==> src/design/ale_pkg.sv <==
// Shared definitions for the array list engine: operation, status and cell
// command codes, the default list capacity and the cell command struct.
// No dependencies.
package ale_pkg;

  localparam int unsigned CAPACITY_DEF = 64;

  // Operation codes carried on in_func.
  localparam logic [2:0] OP_APPEND       = 3'd0;
  localparam logic [2:0] OP_INSERT       = 3'd1;
  localparam logic [2:0] OP_REMOVE_AT    = 3'd2;
  localparam logic [2:0] OP_READ         = 3'd3;
  localparam logic [2:0] OP_FIND         = 3'd4;
  localparam logic [2:0] OP_REMOVE_VALUE = 3'd5;

  // Result status codes.
  localparam logic [1:0] ST_OK        = 2'd0;
  localparam logic [1:0] ST_FULL      = 2'd1;
  localparam logic [1:0] ST_BAD_POS   = 2'd2;
  localparam logic [1:0] ST_NOT_FOUND = 2'd3;

  // Commands broadcast to every cell of the chain.
  localparam logic [1:0] CMD_HOLD       = 2'd0;
  localparam logic [1:0] CMD_INSERT     = 2'd1;
  localparam logic [1:0] CMD_DROP_POS   = 2'd2;
  localparam logic [1:0] CMD_DROP_MATCH = 2'd3;

  typedef struct packed {
    logic [1:0]  code;
    logic [31:0] word;
  } cell_cmd_t;

endpackage

==> src/design/ale_cell.sv <==
// One storage cell of the list chain: holds one word, flags its own position
// and match at capture, and on command shifts from its neighbors or takes the new word.
// Depends on ale_pkg.
module ale_cell import ale_pkg::*; #(
  parameter int unsigned INDEX = 0,
  parameter int unsigned CNT_W = 7,
  parameter int unsigned PW    = 7
) (
  input  logic             clk,
  input  logic             rst_n,
  input  logic             cap_en,
  input  logic [31:0]      key,
  input  logic [PW-1:0]    pos,
  input  logic [CNT_W-1:0] count,
  input  cell_cmd_t        cmd,
  input  logic [31:0]      left_word,
  input  logic [31:0]      right_word,
  input  logic             seen_in,
  output logic [31:0]      word_r,
  output logic             seen_out,
  output logic             first,
  output logic             sel
);

  logic [31:0] word_nxt;
  logic        match_r, match_nxt;
  logic        ge_r, ge_nxt;
  logic        eq_r, eq_nxt;
  logic        live;

  assign live = CNT_W'(INDEX) < count;

  // Capture-time flags: does this live entry equal the key, and where does
  // this cell sit relative to the requested position.
  always_comb begin
    match_nxt = match_r;
    ge_nxt    = ge_r;
    eq_nxt    = eq_r;
    if (cap_en) begin
      match_nxt = live && (word_r == key);
      ge_nxt    = PW'(INDEX) >= pos;
      eq_nxt    = PW'(INDEX) == pos;
    end
  end

  // The seen flag ripples up the chain, so every cell at or above the first
  // match knows it must close the gap.
  assign seen_out = seen_in | match_r;
  assign first    = match_r & ~seen_in;
  assign sel      = eq_r;

  always_comb begin
    word_nxt = word_r;
    case (cmd.code)
      CMD_INSERT: begin
        if (eq_r) begin
          word_nxt = cmd.word;
        end else if (ge_r) begin
          word_nxt = left_word;
        end
      end
      CMD_DROP_POS: begin
        if (ge_r) begin
          word_nxt = right_word;
        end
      end
      CMD_DROP_MATCH: begin
        if (seen_out) begin
          word_nxt = right_word;
        end
      end
      default: word_nxt = word_r;
    endcase
  end

  always_ff @(posedge clk) begin
    if (!rst_n) begin
      match_r <= 1'b0;
      ge_r    <= 1'b0;
      eq_r    <= 1'b0;
    end else begin
      match_r <= match_nxt;
      ge_r    <= ge_nxt;
      eq_r    <= eq_nxt;
    end
  end

  always_ff @(posedge clk) begin
    word_r <= word_nxt;
  end

endmodule

==> config.mk <==
export PLATFORM = sky130hd
export DESIGN_NAME = ale_cell
export DESIGN_NICKNAME = d
export VERILOG_FILES = /design/src/design/ale_pkg.sv /design/src/design/ale_cell.sv
export SDC_FILE = /design/constraint.sdc
export NUM_CORES = 1
export LEC_CHECK = 0
export ABC_AREA = 1
export ABC_CLOCK_PERIOD_IN_PS = 4100
export BUFFER_PORTS_ARGS = -buffer_cell sky130_fd_sc_hd__buf_4
export CAP_MARGIN = 20
export CORE_MARGIN = 2
export CORE_UTILIZATION = 40
export DETAILED_ROUTE_END_ITERATION = 10
export MAX_ROUTING_LAYER = met4
export PLACE_DENSITY = 0.91
export SLEW_MARGIN = 20
export SYNTH_ARGS = -nofsm -noshare
export SYNTH_HDL_FRONTEND = slang
export SYNTH_SLANG_ARGS = --single-unit
==> constraint.sdc <==
create_clock -name clk -period 4.1 [get_ports clk]
set_input_delay 0.205 -clock clk [delete_from_list [all_inputs] [get_ports clk]]
set_output_delay 0.205 -clock clk [all_outputs]
set_load 0.03 [all_outputs]
# Yosys cells after proc, flatten, opt, wreduce, memory -nomap -nowiden
# Index checks and enable logic that the tools add are counted.
# classes
magnitude_cmp	2
n_eq_ne	7
mux	5
n_bitwise	3
reduce_logical	4
# ops
op	n
$mux W32	4
$pmux W32 S3	1
$eq A32 B32 Y1	1
$ge A1 B7 Y1 const A	1
$logic_not A7 Y1	1
$lt A1 B7 Y1 const A	1
$eq A2 B2 Y1 const B	2
$ne A2 B2 Y1 const B	2
$reduce_and A4 Y1	1
$ne A3 B3 Y1 const B	1
$reduce_bool A3 Y1	1
$eq A2 B1 Y1 const B	1
$and A1 B1 Y1	1
$logic_and A1 B1 Y1	1
$not A1 Y1	1
$or A1 B1 Y1	1
# totals
register_bits	35
inputBits	148
output_inout_bits	35
wordCells	25

# Depth between registers and ports, before layout
# depth
depth_word	3
ltp_mapped	10
ltp_nobuf	10

# Worst setup path before layout
# Ideal clock, no wire load.
# synth_timing
kind	flip-flop to flip-flop
startpoint	register eq_r (netlist: sel)
endpoint	register word_r[0], enable pin
setup_time_ps	461
t_arrival_ps	3010
required_time_ps	3639
path_slack_ps	629
stages_incl_launch_ff	4
path_buffers	1
period_less_slack_ps	3471
path_cell_list	dfxtp_1 > buf_2 > nor3_1 > nor3_1
# synth_between
elab_chain_len	2
# synth_lines
element	line	rtl
from (decl)	ale_cell.sv:28	logic eq_r, eq_nxt;
from (signal assigned)	ale_cell.sv:84	eq_r <= eq_nxt;
$ne A3 B3 Y1 (no line)	n/a	
$reduce_and A4 Y1 (no line)	n/a	
to (signal assigned)	ale_cell.sv:89	word_r <= word_nxt;
to (decl)	ale_cell.sv:19	output logic [31:0] word_r,
# No other way between the ends.
# A chain may end at the register's enable or synchronous reset.

# Worst setup path after layout
# layout_timing
startpoint	register eq_r (netlist: sel)
endpoint	register word_r[24], data pin
# layout_between
elab_chain_len	2
# layout_lines
element	line	rtl
$mux W32	ale_cell.sv:56	if (eq_r) begin
$pmux W32 S3	ale_cell.sv:54	case (cmd.code)
net word_nxt[24]	ale_cell.sv:25	logic [31:0] word_nxt;
# The timed path passes the listed nets, and every way through them passes these cells.

==> impl_metrics.ini <==
[power]
power_uw = 925
peakVddDrop_mv = 0.140
powerDensity_nw_per_um2 = 237
p_leak_uw = 0.00209

[place]
gp_congestion = 0.880
dpl_worst_slack_ps = 2310
hpwl_microns = 6400
io_buffers = 182

[cells_and_area]
syn_to_final_growth_pct = 62.3
n_fill_cell = 488
antenna_cells = 0
seqCellArea_sq_um = 1020
drive_above_1_share_pct = 37.4
multi_input_area_sq_um = 1110
nNetsFinal = 679

[logic_synthesis]
synth_fp_nets = 501
syn_avg_cell_area_sq_um = 6.81
synth.area.top_cells = edfxtp_1 (40%), nand2_1 (17%), a21oi_1 (14%)
synth_common_cells = nand2_1 (108), a21oi_1 (67), inv_1 (53)
synth.most_common_cell = nand2_1
ys_seq_elements = 35
ys_seq_area_share_pct = 42.5
synth.cell_area_sq_um = 2400
yosys.area.top_type = edfxtp_1
syn_inst = 353
yosysUniqueCellTypes = 21
synth-edff-count = 32
yosys.area.top_type_share_pct = 40.0
synthFlopType = edfxtp_1
ys_warn_count = 0
async_reset_ff_share_pct = 0

[cts]
clk_pin_slew_worst_paths_ps = 70
clock_path_buffers = 2
postCtsSetupBuffers = 0
tritoncts = built
holdBufCountCts = 0
cts_resized = 0
cts_buffers = 5
cts_root_buf = clkbuf_8
insertion_delay_ps = 280
cts_max_level = 2
cts.sinks = 35

[flow_run]
maxCapViolations = 0

[sta]
fmax_mhz = 555
relSlewSlack_pct = 61.3
hold_viol = 0
period_share_pct = 44.0
period_minus_slack_ps = 1800
worstMarginPinSlew_ps = 580
fin_skew_ps = 8.14
setup_viol = 0
tns_ps = 0
grt_setup_unrepaired = no
slew_viol_final = 0
setup_ws_ps = 2300

[floorplan]
start_util_pct = 41.1
die_area_sq_um = 6650
die_w_microns = 81.5
core_sq_um = 5850
rows = 28
boundaryPins = 183
floorplan.die.height_microns = 81.5

[route]
viasPerCell = 4.78
drc = 0
ant_nets = 0
wire_per_inst_microns = 13.5
drt-total-wl_microns = 8200
first_pass_iters = 4
vias = 2901
drt_iter0_drc = 116

[critical_path]
crit_path_max_fanout = 32
cp-start-kind = flip-flop
crit_path_end_kind = flip-flop
slowest_delay_ps = 620
path_cells = buf_4 > inv_2 > nand2_1 > a21oi_1
cp_slowest_cell = dfxtp_1
critPathKind = reg2reg
critPathArrivalTime_ps = 1830
cp_data_required_time_ps = 4130

[hold_path]
hold_class = in2reg

[global_routing]
grt_pass1_wl_microns = 12200
grtUsageTotal_pct = 24.7
antenna_found_initial = 0
grt_overflow_total = 0
grt_pass1_vias = 2906
grt_max_degree = 37

[run_status]
status = finished clean
[logic make-up (layout without fill, tap and decap cells)]
kind of cell / Yosys count / in the layout / synth area share, %
and+or+nand+nor: 168 / 168 / 27.6
AOI/OAI and AO/OA: 71 / 71 / 15.0
buffers and inverters: 70 / 249 / 11.7
DFF: 35 / 35 / 42.5
xor gates and xnor gates: 9 / 9 / 3.28
[critical path, delay by kind of cell (launching register included)]
kind,cells,cell delay (ps)
buffers and inverters,2,680
AOI/OAI and AO/OA,1,90
DFF,1,620
and+or+nand+nor,1,150
[report_power, final]
part	internal [uW]	total, uW	switching, uW
logic	143	263	121
clock network	121	241	121
registers	410	420	10.4
total	673	925	252
[metrics by stage]
stage	instances	cell area (sq um)	utilization [%]	hold slack [ps]
after global placement	599	3820	65.3	459
final	607	3900	66.7	202
after CTS	607	3900	66.7	194
after floorplan	353	2400	-	362
after detailed placement	599	3820	65.3	483
after global routing	607	3900	66.7	202
[metal layers]
metal	track usage [%]	wire, microns
met4	10.0	189
met3	3.74	553
met1	25.0	2950
met5	-	0
met2	47.0	4510
[path summary, 6_finish.rpt]
check                           depth (start not counted)               from  slack, ps                    to
worst max-delay path                                    4   sel$_SDFFE_PN0P_       2300  word_r[24]$_DFFE_PP_
worst min-delay path                                    3              rst_n        200  match_r$_SDFFE_PN0P_
worst max register to register                          4   sel$_SDFFE_PN0P_       2300  word_r[24]$_DFFE_PP_
worst min register to register                          2  ge_r$_SDFFE_PN0P_        510     ge_r$_SDFFE_PN0P_
[cell type report]
class                      count  area share, %
timing repair buffer         185           35.6
tap                           75           2.40
sequential                    35           26.2
clock buffer                   8           2.05
inverter                      56           5.39
multi-input combinational    248           28.4
[flip-flops by register name (all words and copies together) (netlist names)]
register and count:
word_r 32, match_r 1, sel 1, ge_r 1
[cell usage in the layout, fill, tap and decap left out, drive strengths merged]
cell and count:
nand3 4, xor2 3, nor2 48, o21ai 2, a21oi 68, nor4 2
nand2 108, edfxtp 32, clkbuf 8, xnor2 6, o22ai 1, nand4 2
inv 56, dfxtp 3, or2 1, nor3 3, buf 185
(Power assumes the default switching activity.)
